==> src/rtl/lcpm_pkg.sv <==
// shared types and constants of the loop counter with per-loop mean power
`timescale 1ns / 1ps
`default_nettype none

package lcpm_pkg;

  localparam int unsigned ANGLE_W   = 16;
  localparam int unsigned POWER_W   = 32;
  localparam int unsigned LOOP_W    = 16;
  localparam int unsigned CNT_W     = 16;
  localparam int unsigned SUM_W     = 48;
  localparam int unsigned DIFF_W    = ANGLE_W + 1;
  localparam int unsigned DIV_STEPS = SUM_W;
  localparam int unsigned STEP_W    = $clog2(DIV_STEPS);

  // a quarter turn of the binary angle
  localparam logic signed [DIFF_W-1:0] QUARTER_TURN = DIFF_W'(16384);

  localparam logic signed [LOOP_W-1:0] LOOP_MAX = {1'b0, {(LOOP_W-1){1'b1}}};
  localparam logic signed [LOOP_W-1:0] LOOP_MIN = {1'b1, {(LOOP_W-1){1'b0}}};

  // controller states
  typedef enum logic [1:0] {
    ST_IDLE = 2'b01,
    ST_DIV  = 2'b10
  } lcpm_state_e;

  // controller to datapath
  typedef struct packed {
    logic take;       // accept the input transaction and update the loop state
    logic div_start;  // launch the mean division on the finished loop
    logic mean_fin;   // load the quotient into the mean and the output register
  } lcpm_cmd_t;

  // datapath to controller
  typedef struct packed {
    logic div_need;   // current sample closes a loop that holds samples
    logic div_done;   // quotient ready
  } lcpm_sts_t;

endpackage

`default_nettype wire

==> src/rtl/lcpm_if.sv <==
// valid/ready channel interfaces for the sample input and the result output
`timescale 1ns / 1ps
`default_nettype none

interface lcpm_in_if
  import lcpm_pkg::*;
();
  logic                      valid;
  logic                      ready;
  logic signed [ANGLE_W-1:0] lap_angle;
  logic signed [POWER_W-1:0] power_sample;
  logic                      crosswind_active;
  logic                      restart;

  modport source (
    output valid, lap_angle, power_sample, crosswind_active, restart,
    input  ready
  );
  modport sink (
    input  valid, lap_angle, power_sample, crosswind_active, restart,
    output ready
  );
endinterface

interface lcpm_out_if
  import lcpm_pkg::*;
();
  logic                      valid;
  logic                      ready;
  logic signed [LOOP_W-1:0]  lap_number;
  logic signed [POWER_W-1:0] mean_power_last_loop;

  modport source (
    output valid, lap_number, mean_power_last_loop,
    input  ready
  );
  modport sink (
    input  valid, lap_number, mean_power_last_loop,
    output ready
  );
endinterface

`default_nettype wire

==> src/rtl/lcpm_div.sv <==
// serial restoring divider: signed 48-bit sum by unsigned 16-bit count
`timescale 1ns / 1ps
`default_nettype none

module lcpm_div
  import lcpm_pkg::*;
(
  input  logic                      clk_i,
  input  logic                      rst_ni,
  input  logic                      start_i,
  input  logic signed [SUM_W-1:0]   dividend_i,
  input  logic        [CNT_W-1:0]   divisor_i,
  output logic                      done_o,
  output logic signed [POWER_W-1:0] quot_o
);

  logic              busy_q, busy_d;
  logic              done_q, done_d;
  logic [STEP_W-1:0] step_q, step_d;
  logic              neg_q;
  logic [SUM_W-1:0]  quo_q;
  logic [CNT_W:0]    rem_q;
  logic [CNT_W-1:0]  den_q;

  logic [CNT_W:0]    rem_sh;
  logic              ge;
  logic [CNT_W:0]    rem_nx;
  logic [SUM_W-1:0]  quo_nx;
  logic [SUM_W-1:0]  mag;

  // one quotient bit per cycle
  always_comb begin
    rem_sh = {rem_q[CNT_W-1:0], quo_q[SUM_W-1]};
    ge     = (rem_sh >= {1'b0, den_q});
    rem_nx = ge ? (rem_sh - {1'b0, den_q}) : rem_sh;
    quo_nx = {quo_q[SUM_W-2:0], ge};
    mag    = dividend_i[SUM_W-1] ? (~dividend_i + 1'b1) : dividend_i;
  end

  // step control
  always_comb begin
    busy_d = busy_q;
    done_d = done_q;
    step_d = step_q;
    if (start_i) begin
      busy_d = 1'b1;
      done_d = 1'b0;
      step_d = STEP_W'(DIV_STEPS - 1);
    end else if (busy_q) begin
      step_d = step_q - 1'b1;
      if (step_q == '0) begin
        busy_d = 1'b0;
        done_d = 1'b1;
      end
    end
  end

  always_ff @(posedge clk_i or negedge rst_ni) begin
    if (!rst_ni) begin
      busy_q <= 1'b0;
      done_q <= 1'b0;
      step_q <= '0;
    end else begin
      busy_q <= busy_d;
      done_q <= done_d;
      step_q <= step_d;
    end
  end

  // operand and partial result registers
  always_ff @(posedge clk_i) begin
    if (start_i) begin
      neg_q <= dividend_i[SUM_W-1];
      quo_q <= mag;
      rem_q <= '0;
      den_q <= divisor_i;
    end else if (busy_q) begin
      quo_q <= quo_nx;
      rem_q <= rem_nx;
    end
  end

  // sign restore, truncated toward zero
  assign quot_o = neg_q ? $signed(~quo_q[POWER_W-1:0] + 1'b1) : $signed(quo_q[POWER_W-1:0]);
  assign done_o = done_q;

endmodule

`default_nettype wire

==> src/rtl/lcpm_dp.sv <==
// datapath: angle difference, loop counter, power accumulation, mean and output register
`timescale 1ns / 1ps
`default_nettype none

module lcpm_dp
  import lcpm_pkg::*;
#(
  parameter int unsigned MAX_SAMPLES_PER_LOOP = 65535
) (
  input  logic                      clk_i,
  input  logic                      rst_ni,
  input  lcpm_cmd_t                 cmd_i,
  output lcpm_sts_t                 sts_o,
  input  logic signed [ANGLE_W-1:0] lap_angle_i,
  input  logic signed [POWER_W-1:0] power_sample_i,
  input  logic                      crosswind_active_i,
  input  logic                      restart_i,
  output logic signed [LOOP_W-1:0]  lap_number_o,
  output logic signed [POWER_W-1:0] mean_power_last_loop_o
);

  localparam logic [CNT_W-1:0] CNT_MAX = CNT_W'(MAX_SAMPLES_PER_LOOP);

  logic signed [ANGLE_W-1:0] prev_q;
  logic signed [LOOP_W-1:0]  loop_q, loop_d;
  logic        [CNT_W-1:0]   cnt_q, cnt_d;
  logic signed [SUM_W-1:0]   sum_q, sum_d;
  logic signed [POWER_W-1:0] mean_q, mean_d;
  logic signed [LOOP_W-1:0]  out_loop_q;
  logic signed [POWER_W-1:0] out_mean_q;

  logic signed [DIFF_W-1:0]  diff;
  logic                      crossing;
  logic                      cnt_zero;
  logic signed [SUM_W-1:0]   power_ext;
  logic                      div_done;
  logic signed [POWER_W-1:0] quot;

  // unwrapped angle step and loop crossing test
  always_comb begin
    diff      = $signed({lap_angle_i[ANGLE_W-1], lap_angle_i})
              - $signed({prev_q[ANGLE_W-1], prev_q});
    crossing  = !restart_i && crosswind_active_i
              && ((diff > QUARTER_TURN) || (diff < -QUARTER_TURN));
    cnt_zero  = (cnt_q == '0);
    power_ext = SUM_W'(power_sample_i);
  end

  // next loop state for an accepted transaction
  always_comb begin
    loop_d = loop_q;
    cnt_d  = cnt_q;
    sum_d  = sum_q;
    mean_d = mean_q;
    if (restart_i) begin
      loop_d = '0;
      mean_d = power_sample_i;
      sum_d  = power_ext;
      cnt_d  = CNT_W'(1);
    end else if (crossing) begin
      if (diff > 0) begin
        if (loop_q != LOOP_MAX) loop_d = loop_q + 1'b1;
      end else begin
        if (loop_q != LOOP_MIN) loop_d = loop_q - 1'b1;
      end
      if (cnt_zero) mean_d = '0;
      sum_d = power_ext;
      cnt_d = CNT_W'(1);
    end else if (cnt_q < CNT_MAX) begin
      sum_d = sum_q + power_ext;
      cnt_d = cnt_q + 1'b1;
    end
  end

  // loop state registers
  always_ff @(posedge clk_i or negedge rst_ni) begin
    if (!rst_ni) begin
      prev_q <= '0;
      loop_q <= '0;
      cnt_q  <= '0;
      sum_q  <= '0;
      mean_q <= '0;
    end else if (cmd_i.take) begin
      prev_q <= lap_angle_i;
      loop_q <= loop_d;
      cnt_q  <= cnt_d;
      sum_q  <= sum_d;
      mean_q <= mean_d;
    end else if (cmd_i.mean_fin) begin
      mean_q <= quot;
    end
  end

  // output register
  always_ff @(posedge clk_i) begin
    if (cmd_i.take && !cmd_i.div_start) begin
      out_loop_q <= loop_d;
      out_mean_q <= mean_d;
    end else if (cmd_i.mean_fin) begin
      out_loop_q <= loop_q;
      out_mean_q <= quot;
    end
  end

  // mean of the finished loop, from the old sum and count
  lcpm_div u_div (
    .clk_i      (clk_i),
    .rst_ni     (rst_ni),
    .start_i    (cmd_i.div_start),
    .dividend_i (sum_q),
    .divisor_i  (cnt_q),
    .done_o     (div_done),
    .quot_o     (quot)
  );

  assign sts_o.div_need       = crossing && !cnt_zero;
  assign sts_o.div_done       = div_done;
  assign lap_number_o         = out_loop_q;
  assign mean_power_last_loop_o = out_mean_q;

endmodule

`default_nettype wire

==> src/rtl/lcpm_ctrl.sv <==
// controller: input acceptance, divide sequencing and output valid
`timescale 1ns / 1ps
`default_nettype none

module lcpm_ctrl
  import lcpm_pkg::*;
(
  input  logic      clk_i,
  input  logic      rst_ni,
  input  logic      in_valid_i,
  output logic      in_ready_o,
  output logic      out_valid_o,
  input  logic      out_ready_i,
  output lcpm_cmd_t cmd_o,
  input  lcpm_sts_t sts_i
);

  lcpm_state_e state_q, state_d;
  logic        out_valid_q, out_valid_d;
  logic        out_free;
  logic        load;

  // output slot is free when empty or being taken this cycle
  assign out_free = !out_valid_q || out_ready_i;

  always_comb begin
    state_d        = state_q;
    cmd_o          = '0;
    in_ready_o     = 1'b0;
    load           = 1'b0;
    case (state_q)
      ST_IDLE: begin
        in_ready_o = out_free;
        if (in_valid_i && out_free) begin
          cmd_o.take = 1'b1;
          if (sts_i.div_need) begin
            cmd_o.div_start = 1'b1;
            state_d         = ST_DIV;
          end else begin
            load = 1'b1;
          end
        end
      end
      ST_DIV: begin
        if (sts_i.div_done && out_free) begin
          cmd_o.mean_fin = 1'b1;
          load           = 1'b1;
          state_d        = ST_IDLE;
        end
      end
      default: state_d = ST_IDLE;
    endcase
  end

  // output valid flag
  always_comb begin
    out_valid_d = out_valid_q;
    if (load) out_valid_d = 1'b1;
    else if (out_ready_i) out_valid_d = 1'b0;
  end

  always_ff @(posedge clk_i or negedge rst_ni) begin
    if (!rst_ni) begin
      state_q     <= ST_IDLE;
      out_valid_q <= 1'b0;
    end else begin
      state_q     <= state_d;
      out_valid_q <= out_valid_d;
    end
  end

  assign out_valid_o = out_valid_q;

endmodule

`default_nettype wire

==> src/rtl/loop_counter_with_per_loop_mean.sv <==
// top level of the loop counter with per-loop mean power
//
// Counts kite loops from successive 16-bit loop angles and reports with every sample the
// saturating loop number and the mean power of the last finished loop. A sample that does
// not close a loop, or closes one with no samples in it, gives its result in the cycle after
// acceptance and the next sample may follow in the next cycle. A sample that closes a
// nonempty loop starts a serial restoring divider that produces one quotient bit per cycle
// over the 48-bit power sum; no new sample is taken until its mean is loaded into the
// output register. A finished result waiting there does not hold up acceptance as long
// as the consumer takes it in the same cycle.
`timescale 1ns / 1ps
`default_nettype none

module loop_counter_with_per_loop_mean
  import lcpm_pkg::*;
#(
  parameter int unsigned MAX_SAMPLES_PER_LOOP = 65535
) (
  input  logic               clk_i,
  input  logic               rst_ni,
  lcpm_in_if.sink            in_i,
  lcpm_out_if.source         out_o
);

  lcpm_cmd_t cmd;
  lcpm_sts_t sts;

  // sequencing
  lcpm_ctrl u_ctrl (
    .clk_i       (clk_i),
    .rst_ni      (rst_ni),
    .in_valid_i  (in_i.valid),
    .in_ready_o  (in_i.ready),
    .out_valid_o (out_o.valid),
    .out_ready_i (out_o.ready),
    .cmd_o       (cmd),
    .sts_i       (sts)
  );

  // loop state and arithmetic
  lcpm_dp #(
    .MAX_SAMPLES_PER_LOOP (MAX_SAMPLES_PER_LOOP)
  ) u_dp (
    .clk_i                  (clk_i),
    .rst_ni                 (rst_ni),
    .cmd_i                  (cmd),
    .sts_o                  (sts),
    .lap_angle_i            (in_i.lap_angle),
    .power_sample_i         (in_i.power_sample),
    .crosswind_active_i     (in_i.crosswind_active),
    .restart_i              (in_i.restart),
    .lap_number_o           (out_o.lap_number),
    .mean_power_last_loop_o (out_o.mean_power_last_loop)
  );

endmodule

`default_nettype wire

==> src/flat_wrapper.sv <==
// flat-port wrapper written by rule: the top's interface ports become plain ports
module loop_counter_with_per_loop_mean_flat import lcpm_pkg::*;
#(
  parameter int unsigned MAX_SAMPLES_PER_LOOP = 65535
)
  (clk_i, rst_ni, in_i_valid, in_i_lap_angle, in_i_power_sample, in_i_crosswind_active, in_i_restart, in_i_ready, out_o_valid, out_o_lap_number, out_o_mean_power_last_loop, out_o_ready);
  lcpm_in_if in_i_i ();
  lcpm_out_if out_o_i ();
  input  logic clk_i;
  input  logic rst_ni;
  input wire logic [$bits(in_i_i.valid)-1:0] in_i_valid;
  input wire logic [$bits(in_i_i.lap_angle)-1:0] in_i_lap_angle;
  input wire logic [$bits(in_i_i.power_sample)-1:0] in_i_power_sample;
  input wire logic [$bits(in_i_i.crosswind_active)-1:0] in_i_crosswind_active;
  input wire logic [$bits(in_i_i.restart)-1:0] in_i_restart;
  output wire logic [$bits(in_i_i.ready)-1:0] in_i_ready;
  output wire logic [$bits(out_o_i.valid)-1:0] out_o_valid;
  output wire logic [$bits(out_o_i.lap_number)-1:0] out_o_lap_number;
  output wire logic [$bits(out_o_i.mean_power_last_loop)-1:0] out_o_mean_power_last_loop;
  input wire logic [$bits(out_o_i.ready)-1:0] out_o_ready;
  assign in_i_i.valid = in_i_valid;
  assign in_i_i.lap_angle = in_i_lap_angle;
  assign in_i_i.power_sample = in_i_power_sample;
  assign in_i_i.crosswind_active = in_i_crosswind_active;
  assign in_i_i.restart = in_i_restart;
  assign in_i_ready = in_i_i.ready;
  assign out_o_valid = out_o_i.valid;
  assign out_o_lap_number = out_o_i.lap_number;
  assign out_o_mean_power_last_loop = out_o_i.mean_power_last_loop;
  assign out_o_i.ready = out_o_ready;
  loop_counter_with_per_loop_mean #(.MAX_SAMPLES_PER_LOOP(MAX_SAMPLES_PER_LOOP)) u_core (.clk_i(clk_i), .rst_ni(rst_ni), .in_i(in_i_i), .out_o(out_o_i));
endmodule
==> config.mk <==
export PLATFORM = sky130hd
export DESIGN_NAME = loop_counter_with_per_loop_mean_flat
export DESIGN_NICKNAME = d
export VERILOG_FILES = /design/src/rtl/lcpm_pkg.sv /design/src/rtl/lcpm_if.sv /design/src/rtl/lcpm_div.sv /design/src/rtl/lcpm_dp.sv /design/src/rtl/lcpm_ctrl.sv /design/src/rtl/loop_counter_with_per_loop_mean.sv /design/src/flat_wrapper.sv
export SDC_FILE = /design/constraint.sdc
export NUM_CORES = 1
export LEC_CHECK = 0
export BUFFER_PORTS_ARGS = -buffer_cell sky130_fd_sc_hd__buf_4
export CAP_MARGIN = 10
export CORE_MARGIN = 1.5
export CORE_UTILIZATION = 63
export DETAILED_ROUTE_END_ITERATION = 10
export GPL_ROUTABILITY_DRIVEN = 0
export GPL_TIMING_DRIVEN = 0
export HOLD_SLACK_MARGIN = 0.05
export PLACE_DENSITY_LB_ADDON = 0.12
export SLEW_MARGIN = 20
export SYNTH_ARGS = -nofsm -noshare
export SYNTH_HDL_FRONTEND = slang
export SYNTH_HIERARCHICAL = 1
export SYNTH_SLANG_ARGS = --single-unit
export TNS_END_PERCENT = 100
==> constraint.sdc <==
create_clock -name clk_i -period 6.9 [get_ports clk_i]
set_input_delay 0.345 -clock clk_i [delete_from_list [all_inputs] [get_ports clk_i]]
set_output_delay 0.345 -clock clk_i [all_outputs]
set_load 0.05 [all_outputs]
Word-level counts from Yosys, hierarchy flattened
Index checks and enable logic that the tools add are counted.
{ "totals": {"latchBits": 0, "n_memories": 0, "word_cells": 109, "register_bits": 268, "inputBits": 54, "mem_bits_ro": 0, "output_inout_bits": 50, "ram_bits": 0} }
{ "classes": {"magnitude_cmp": 5, "addsub": 9, "shifts": 0, "bitwise": 2, "n_mul": 0, "n_eq_ne": 7, "n_reduce_logical": 23, "div": 0, "muxes": 47} }
{ "op_table": {"columns": ["cell", "n"], "rows": [
  ["2-to-1 mux 48 bit", 6],
  ["2-to-1 mux 32 bit", 7],
  ["2-to-1 mux 16 bit", 11],
  ["adder 48 x 1 -> 48 bit (second input constant)", 1],
  ["adder 48 x 32 -> 48 bit", 1],
  ["inverter 48 bit", 1],
  ["adder 16 x 1 -> 16 bit (second input constant)", 2],
  ["adder 32 x 1 -> 32 bit (second input constant)", 1],
  ["!= test 16 bit (second input constant)", 2],
  ["inverter 32 bit", 1],
  ["greater-or-equal comparator 17 x 16 -> 1 bit", 1],
  ["> comparator 17 x 1 -> 1 bit (second input constant)", 1],
  ["> comparator 17 x 16 -> 1 bit (second input constant)", 1],
  ["< comparator 17 x 15 -> 1 bit (second input constant)", 1],
  ["subtractor 16 x 16 -> 17 bit", 1],
  ["zero test 16 bit", 1],
  ["< comparator 16 bit (second input constant)", 1],
  ["subtractor 16 x 1 -> 16 bit (second input constant)", 1],
  ["subtractor 16 bit", 1],
  ["2-to-1 mux 1 bit", 14],
  ["2-to-1 mux 6 bit", 2],
  ["2-to-1 mux 2 bit", 5],
  ["nonzero test 2 bit", 5],
  ["logical AND 1 bit", 6],
  ["other kinds (13)", 19]
]} }

Longest topological paths before layout
Gate-level depths: netlist (run 1).
{ "logic_depth": {"ltp_word": 11, "mapped_depth": 18, "mapped_depth_nobuf": 16} }

Hierarchy
Netlist (run 1), hierarchy kept.
{ "by_module_without_submodules": {"columns": ["mod", "cells_each", "area_each_um2", "seq_area_each_um2", "n_inst"], "rows": [
  ["lcpm_dp", 1451, 12374.4, 4644.5, 1],
  ["lcpm_div", 666, 6180.9, 2472.4, 1],
  ["lcpm_ctrl", 20, 226.5, 76.3, 1]
]} }

Worst setup path before layout (run 1)
Ideal clock, no wire load.
{ "synth_path": {"kind": "input port to flip-flop", "from": "in in_i_lap_angle[0]", "to": "reg u_core.u_dp.u_div.quo_q[0], enable pin", "setup_slack_ns": 1.531, "path_buffers": 3, "stages": 17, "t_arrival_ns": 4.786, "path_cell_list": "inv_1 ha_1 fa_1 nand2b_1 a21o_1 a311o_1 o31ai_1 and3b_1 o21ai_1 o31ai_2 nor4_1 and2_4 clkbuf_8 inv_1 clkbuf_1 buf_1 nand2_1"} }
{ "synth_rtl": {"columns": ["item", "line", "text"], "rows": [
  ["start: declaration", "flat_wrapper.sv:12", "input wire logic [$bits(in_i_i.lap_angle)-1:0] in_i_lap_angle;"],
  ["end signal: assignment", "lcpm_div.sv:74", "quo_q <= mag;"],
  ["end signal: assignment", "lcpm_div.sv:78", "quo_q <= quo_nx;"],
  ["end: declaration", "lcpm_div.sv:21", "logic [SUM_W-1:0] quo_q;"]
]} }

==> flow_metrics.env, run 1 <==
export IMPL_worst_ep_arrival_time_ns=6.83
export IMPL_postCtsResizedCells=0
export IMPL_ys_dominant_reg_cell="dfrtp_1"
export IMPL_synth_edf_count=113
export IMPL_post_dp_cell_area_um2=20100
export IMPL_clk_pin_slew_ns=0.06
export IMPL_fill_cells=2278
export IMPL_yosysMostFrequentCell="nand2_1"
export IMPL_cts_htree_levels=1
export IMPL_ys_seq_area_share_pct=38.3
export IMPL_rsz0062_at_grt="false"
export IMPL_dpl_hpwl_mm=40.3
export IMPL_clock_latency_ns=0.57
export IMPL_diodes=0
export IMPL_cts_buffers=30
export IMPL_crit_path_frequent_cell="inv_1"
export IMPL_whs_ns=0.108
export IMPL_hold_buffers=17
export IMPL_clockPowerShare_pct=45.9
export IMPL_vias=18000
export IMPL_r2r_cells=17
export IMPL_yosysTopAreaCellShare_pct=18.4
export IMPL_leakagePower_nw=9.03
export IMPL_antenna_found_initial=0
export IMPL_cts_setup_buffers=0
export IMPL_core_area_um2=29500
export IMPL_grt_max_degree=77
export IMPL_root_buffer="clkbuf_16"
export IMPL_layout_nets=2438
export IMPL_hp_class="input port to register"
export IMPL_ff2ff_setup_slack_ns=0.48
export IMPL_dieArea_um2=30900
export IMPL_finalClockSkew_ns=0.0205
export IMPL_combPwrFrac_pct=7.0
export IMPL_dp_cells=2632
export IMPL_viasPerCell=6.65
export IMPL_maxSlewHeadroom_pct=34.8
export IMPL_peakVddDrop_uv=211
export IMPL_cp_cell_sequence="dlygate4sd3_1, buf_4, inv_1, ha_1, fa_1, nand2b_1, a21o_1, a311o_1, o31ai_1, and3b_1, o21ai_1, o31ai_2, nor4_1, and2_4, clkbuf_8, inv_1, clkbuf_1, buf_1, nand2_2, buf_12"
export IMPL_cts_buffer_depth=3
export IMPL_period_share_pct=94.6
export IMPL_ioPinCount=104
export IMPL_synthesis_area_um2=18800
export IMPL_r2r_end="u_core/u_dp/u_div/quo_q[27]"
export IMPL_hold_end="u_core/u_dp/sum_q[20]"
export IMPL_grt_pass1_vias=16800
export IMPL_wire_per_inst_um=20.7
export IMPL_crit_type="input port to register"
export IMPL_cp_start_kind="input port"
export IMPL_synth_cell_types=101
export IMPL_area_growth_pct=13.2
export IMPL_grt_pass1_wl_mm=88.0
export IMPL_cp_end_kind="register"
export IMPL_die_w_um=176
export IMPL_path_max_fanout=27
export IMPL_status="finished clean"
export IMPL_critPathSlowestCell="o31ai_2"
export IMPL_syn_avg_cell_area_um2=8.79
export IMPL_internal_power_w=0.00269
export IMPL_finalHoldViolCount=0
export IMPL_switching_share_pct=23.1
export IMPL_clock_fmax_ghz=0.153
export IMPL_synth_seq_cells=268
export IMPL_floorplan_initialDensity_pct=63.7
export IMPL_antenna_left=0
export IMPL_min_period_ns=6.53
export IMPL_rows=63
export IMPL_synth_common_cells="nand2_1 (209), a21oi_1 (204), o21ai_0 (171)"
export IMPL_syn_nets=2284
export IMPL_maxCapViolCount=0
export IMPL_yosys_warnings=6
export IMPL_drive_above_1_share_pct=9.77
export IMPL_regArea_um2=7190
export IMPL_pwr_share_seq_pct=47.1
export IMPL_final_util_pct=72.1
export IMPL_synth_top_area_cell="dfrtp_1"
export IMPL_cts_sinks=268
export IMPL_min_from="in_i_power_sample[20]"
export IMPL_die_height_um=176
export IMPL_overflow=0
export IMPL_design_area_um2=21300
export IMPL_first_iter_violations=2220
export IMPL_track_usage_pct=35.7
export IMPL_maxSlewViolCount=0
export IMPL_worstPathRequired_ns=7.20
export IMPL_dr_pass1_iters=8
export IMPL_timing_rr_start="u_core/u_dp/prev_q[0]"
export IMPL_routed_wirelength_mm=55.9
export IMPL_async_flop_share_pct=51.9
export IMPL_cp_slowest_stage_delay_ns=0.84
export IMPL_tns_ns=0
export IMPL_netlist_instances=2137
export IMPL_whs_path_depth=3
export IMPL_portBuffers=103
export IMPL_cts_tree="yes"
export IMPL_final_cell_count_no_fill=2704
export IMPL_setup_viol=0
export IMPL_worstMarginPinSlew_ns=0.972
export IMPL_yosys_top_cells_area="dfrtp_1 (18%), edfxtp_1 (18%), ha_1 (6.0%)"
export IMPL_multiInputGateArea_um2=10800
export IMPL_p_sw_w=0.000811
export IMPL_drc_errors=0
export IMPL_cellPowerDensity_nw_per_um2=165
==> final cells by class <==
type	count	share of cell area (%)
multi-input combinational	1671	50.6
timing repair buffer	122	4.70
sequential	268	33.8
clock inverter	14	0.689
clock buffer	41	3.92
tap	390	2.30
inverter	78	1.38
buffer	120	2.54
==> stage by stage <==
stage / power [W] / worst slack (ns)
after floorplan: 0.00181 / 1.53
after global placement: 0.00190 / -0.277
after detailed placement: 0.00191 / 0.561
after CTS: 0.00351 / 0.559
after global routing: 0.00359 / 0.165
final: 0.00350 / 0.373
==> state kept, by name, indices dropped and copies added, names as in the netlist <==
| name | cells |
|---|---|
| u_core/u_dp/u_div/step_q | 6 |
| u_core/u_dp/u_div/done_o | 1 |
| u_core/u_dp/sum_q | 48 |
| u_core/u_ctrl/state_q | 2 |
| u_core/u_dp/loop_q | 16 |
| u_core/u_dp/u_div/rem_q | 16 |
| u_core/u_dp/u_div/busy_q | 1 |
| u_core/u_dp/u_div/den_q | 16 |
| u_core/u_dp/cnt_q | 16 |
| u_core/u_dp/lap_number_o | 16 |
| u_core/u_dp/u_div/quo_q | 48 |
| u_core/u_ctrl/out_valid_o | 1 |
| u_core/u_dp/u_div/neg_q | 1 |
| u_core/u_dp/prev_q | 16 |
| u_core/u_dp/mean_power_last_loop_o | 32 |
| u_core/u_dp/mean_q | 32 |
==> cell families (layout without fill, tap and decap cells) <==
logic type      after synthesis  after routing  share of synthesized area [%]
buf+inv                     198            375                           4.44
compound gates              726            726                           24.8
fa+ha+maj                    93             93                           6.32
flops                       268            268                           38.3
mux                          30             30                           1.67
xor+xnor                    140            140                           6.53
simple gates                682            682                           17.9
==> how the worst max path moves through the flow <==
stage                 startpoint                     endpoint  slack, ns  cells past startpoint
5_1_grt        in_i_lap_angle[0]  u_core/u_dp/u_div/quo_q[27]       0.16                     20
3_5_place_dp   in_i_lap_angle[0]  u_core/u_dp/u_div/quo_q[21]       0.56                     19
4_1_cts        in_i_lap_angle[0]  u_core/u_dp/u_div/quo_q[38]       0.56                     20
3_3_place_gp   in_i_lap_angle[0]  u_core/u_dp/u_div/quo_q[17]      -0.28                     18
2_1_floorplan  in_i_lap_angle[0]   u_core/u_dp/u_div/quo_q[0]       1.53                     17
6_report       in_i_lap_angle[0]  u_core/u_dp/u_div/quo_q[27]       0.37                     20
==> worst max-delay path: cells and delay by family <==
| family | cells | cell delay [ns] |
|---|---|---|
| AO/OA/AOI/OAI | 5 | 1.93 |
| adder cells (fa/ha/maj) | 2 | 0.61 |
| buffers and inverters | 8 | 2.32 |
| AND/OR/NAND/NOR | 5 | 1.57 |
==> layer usage <==
layer  vias to the layer above  global-route usage [%]  wire, µm
li1                       8177                       -         -
met1                      8578                    48.3     22800
met2                      1063                    58.4     25900
met3                       165                    4.59      5110
met4                         0                    13.7      2100
met5                         -                       0         0
==> layout by cell type (no fill, tap or decap), drive strengths merged, types with 46 or more instances in the layout <==
cell type,synthesis,final
a211oi,54,54
ha,90,90
nand2,209,209
xnor2,74,74
o21ai,197,197
dfrtp,138,138
inv,78,78
xor2,66,66
edfxtp,113,113
nor2,173,173
clkbuf,92,133
a21oi,208,208
nor2b,46,46
buf,28,133
==> power by group through the flow <==
stage / clock, W / combinational [W] / sequential (W)
after global routing: 0.00168 / 0.000267 / 0.00165
after floorplan: 0 / 0.000131 / 0.00168
after detailed placement: 0 / 0.000231 / 0.00168
after global placement: 0 / 0.000222 / 0.00168
after CTS: 0.00162 / 0.000240 / 0.00165
final: 0.00161 / 0.000245 / 0.00165
Power figures use the tool's default switching activity.
==> run 2: changes to the inputs <==
clock period = 6.6 ns   (was 6.9 ns; I/O delays follow)
==> run 2 against run 1 <==
Largest cell class unchanged. Design area about the same. Via count shrank 0.39%. Sequential power rose by 5%. Power up 4.6%. Die area stayed put.
==> flow_metrics.env, run 2 (synthesis results as in run 1) <==
export IMPL_cp_start_kind="input port"
export IMPL_leakagePower_nw=9.03
export IMPL_r2r_end="u_core/u_dp/u_div/quo_q[27]"
export IMPL_drc_errors=0
export IMPL_min_period_ns=6.23
export IMPL_root_buffer="clkbuf_16"
export IMPL_portBuffers=103
export IMPL_maxCapViolCount=0
export IMPL_grt_pass1_wl_mm=88.0
export IMPL_dpl_hpwl_mm=40.3
export IMPL_finalHoldViolCount=0
export IMPL_first_iter_violations=2195
export IMPL_worstMarginPinSlew_ns=0.895
export IMPL_floorplan_initialDensity_pct=63.7
export IMPL_finalClockSkew_ns=0.0236
export IMPL_dr_pass1_iters=9
export IMPL_final_common_cell="nand2_1"
export IMPL_crit_type="input port to register"
export IMPL_cts_buffer_depth=3
export IMPL_diodes=0
export IMPL_grt_max_degree=77
export IMPL_wire_per_inst_um=20.7
export IMPL_clk_pin_slew_ns=0.06
export IMPL_rsz0062_at_grt="false"
export IMPL_layout_nets=2438
export IMPL_clock_fmax_ghz=0.161
export IMPL_setup_ws_ns=0.373
export IMPL_hp_class="input port to register"
export IMPL_ff2ff_setup_slack_ns=0.46
export IMPL_routed_wirelength_mm=56.0
export IMPL_grt_pass1_vias=16800
export IMPL_core_area_um2=29500
export IMPL_status="finished clean"
export IMPL_ioPinCount=104
export IMPL_peakVddDrop_uv=219
export IMPL_rows=63
export IMPL_die_w_um=176
export IMPL_tns_ns=0
export IMPL_viasPerCell=6.62
export IMPL_hold_end="u_core/u_dp/sum_q[20]"
export IMPL_timing_rr_start="u_core/u_dp/prev_q[0]"
export IMPL_antenna_found_initial=0
export IMPL_cts_setup_buffers=0
export IMPL_final_util_pct=72.1
export IMPL_cts_htree_levels=1
export IMPL_period_share_pct=94.3
export IMPL_most_common_layout_cells="nand2_1 (208), a21oi_1 (204), o21ai_0 (171)"
export IMPL_drive_above_1_share_pct=9.77
export IMPL_reg_largest_list="u_core/u_dp/sum_q: 48 flops, u_core/u_dp/u_div/quo_q: 48 flops"
export IMPL_cts_tree="yes"
export IMPL_dieArea_um2=30900
export IMPL_use_met3_pct=4.59
export IMPL_min_from="in_i_power_sample[20]"
export IMPL_r2r_cells=17
export IMPL_die_height_um=176
export IMPL_setup_viol=0
export IMPL_maxSlewHeadroom_pct=40.3
export IMPL_clock_latency_ns=0.57
export IMPL_track_usage_pct=35.7
export IMPL_vias=17900
export IMPL_grt_met1_usage_pct=48.3
export IMPL_antenna_left=0
export IMPL_cp_end_kind="register"
export IMPL_grt_busiest_layer="met2"
export IMPL_gr_usage_met2_pct=58.4
export IMPL_cts_buffers=30
export IMPL_maxSlewViolCount=0
export IMPL_worstPathRequired_ns=6.85
export IMPL_place_worst_setup_slack_ns=0.276
export IMPL_whs_path_depth=3
export IMPL_overflow=0
export IMPL_worst_ep_arrival_time_ns=6.48
export IMPL_cellPowerDensity_nw_per_um2=172
export IMPL_cts_sinks=268
export IMPL_path_max_fanout=27
export IMPL_area_growth_pct=13.2
==> run 2: changes by cell type in the layout (fill, tap and decap cells not counted) <==
cell	change
o31ai_2	-1
o31ai_4	+1
==> run 2: critical path, cell delays in order <==
cell,delay (ns)
dlygate4sd3_1,0.54
buf_4,0.11
inv_1,0.03
ha_1,0.20
fa_1,0.40
nand2b_1,0.20
a21o_1,0.22
a311o_1,0.36
o31ai_1,0.35
and3b_1,0.24
o21a_1,0.24
a21oi_4,0.15
nor4_1,0.75
and2_4,0.48
clkbuf_8,0.26
inv_1,0.06
clkbuf_1,0.29
buf_1,0.36
nand2_2,0.57
buf_12,0.27
==> run 2: how the worst max path moves through the flow <==
stage,startpoint,end,slack [ns],cells past startpoint
5_1_grt,in_i_lap_angle[0],u_core/u_dp/u_div/quo_q[27],0.01,20
3_3_place_gp,in_i_lap_angle[0],u_core/u_dp/u_div/quo_q[17],-0.56,18
2_1_floorplan,in_i_lap_angle[0],u_core/u_dp/u_div/quo_q[0],1.25,17
4_1_cts,in_i_lap_angle[0],u_core/u_dp/u_div/quo_q[38],0.27,20
3_5_place_dp,in_i_lap_angle[0],u_core/u_dp/u_div/quo_q[21],0.28,19
6_report,in_i_lap_angle[0],u_core/u_dp/u_div/quo_q[27],0.37,20
==> run 2: cell type report <==
type / instances / area (µm²)
inverters: 78 / 293
clock buffers: 41 / 833
flip-flops and latches: 268 / 7190
clock inverters: 14 / 146
well taps: 390 / 488
multi-input cells: 1671 / 10800
plain buffers: 120 / 541
fillers: 2277 / 8210
repair buffers: 122 / 998
==> run 2: timing repair <==
item,in CTS,in global routing
endpoints found under the hold margin,79,0
resized for setup,0,1
setup endpoints to repair,0,27
hold buffers,17,0
==> run 2: where the power goes <==
part	switching [W]	internal (W)	total, W
combinational	0.000164	0.0000937	0.000257
clock	0.000687	0.000994	0.00168
sequential	0.000000000000390	0.00173	0.00173
==> run 2: metal layers <==
metal | vias to the layer above | routed length [µm]
met5 | - | 0
met4 | 0 | 2070
met3 | 173 | 5160
met2 | 1039 | 25700
met1 | 8522 | 23000
li1 | 8179 | -
==> run 2: per-stage QoR <==
stage | total power [W] | instances | hold slack (ns) | cell area [µm²]
after floorplan | 0.00190 | 2137 | 0.0344 | 18800
after global placement | 0.00199 | 2630 | 0.487 | 20000
after detailed placement | 0.00200 | 2632 | 0.306 | 20100
after CTS | 0.00367 | 2704 | 0.0851 | 21300
after global routing | 0.00376 | 2704 | 0.102 | 21300
final | 0.00366 | 2704 | 0.0900 | 21300
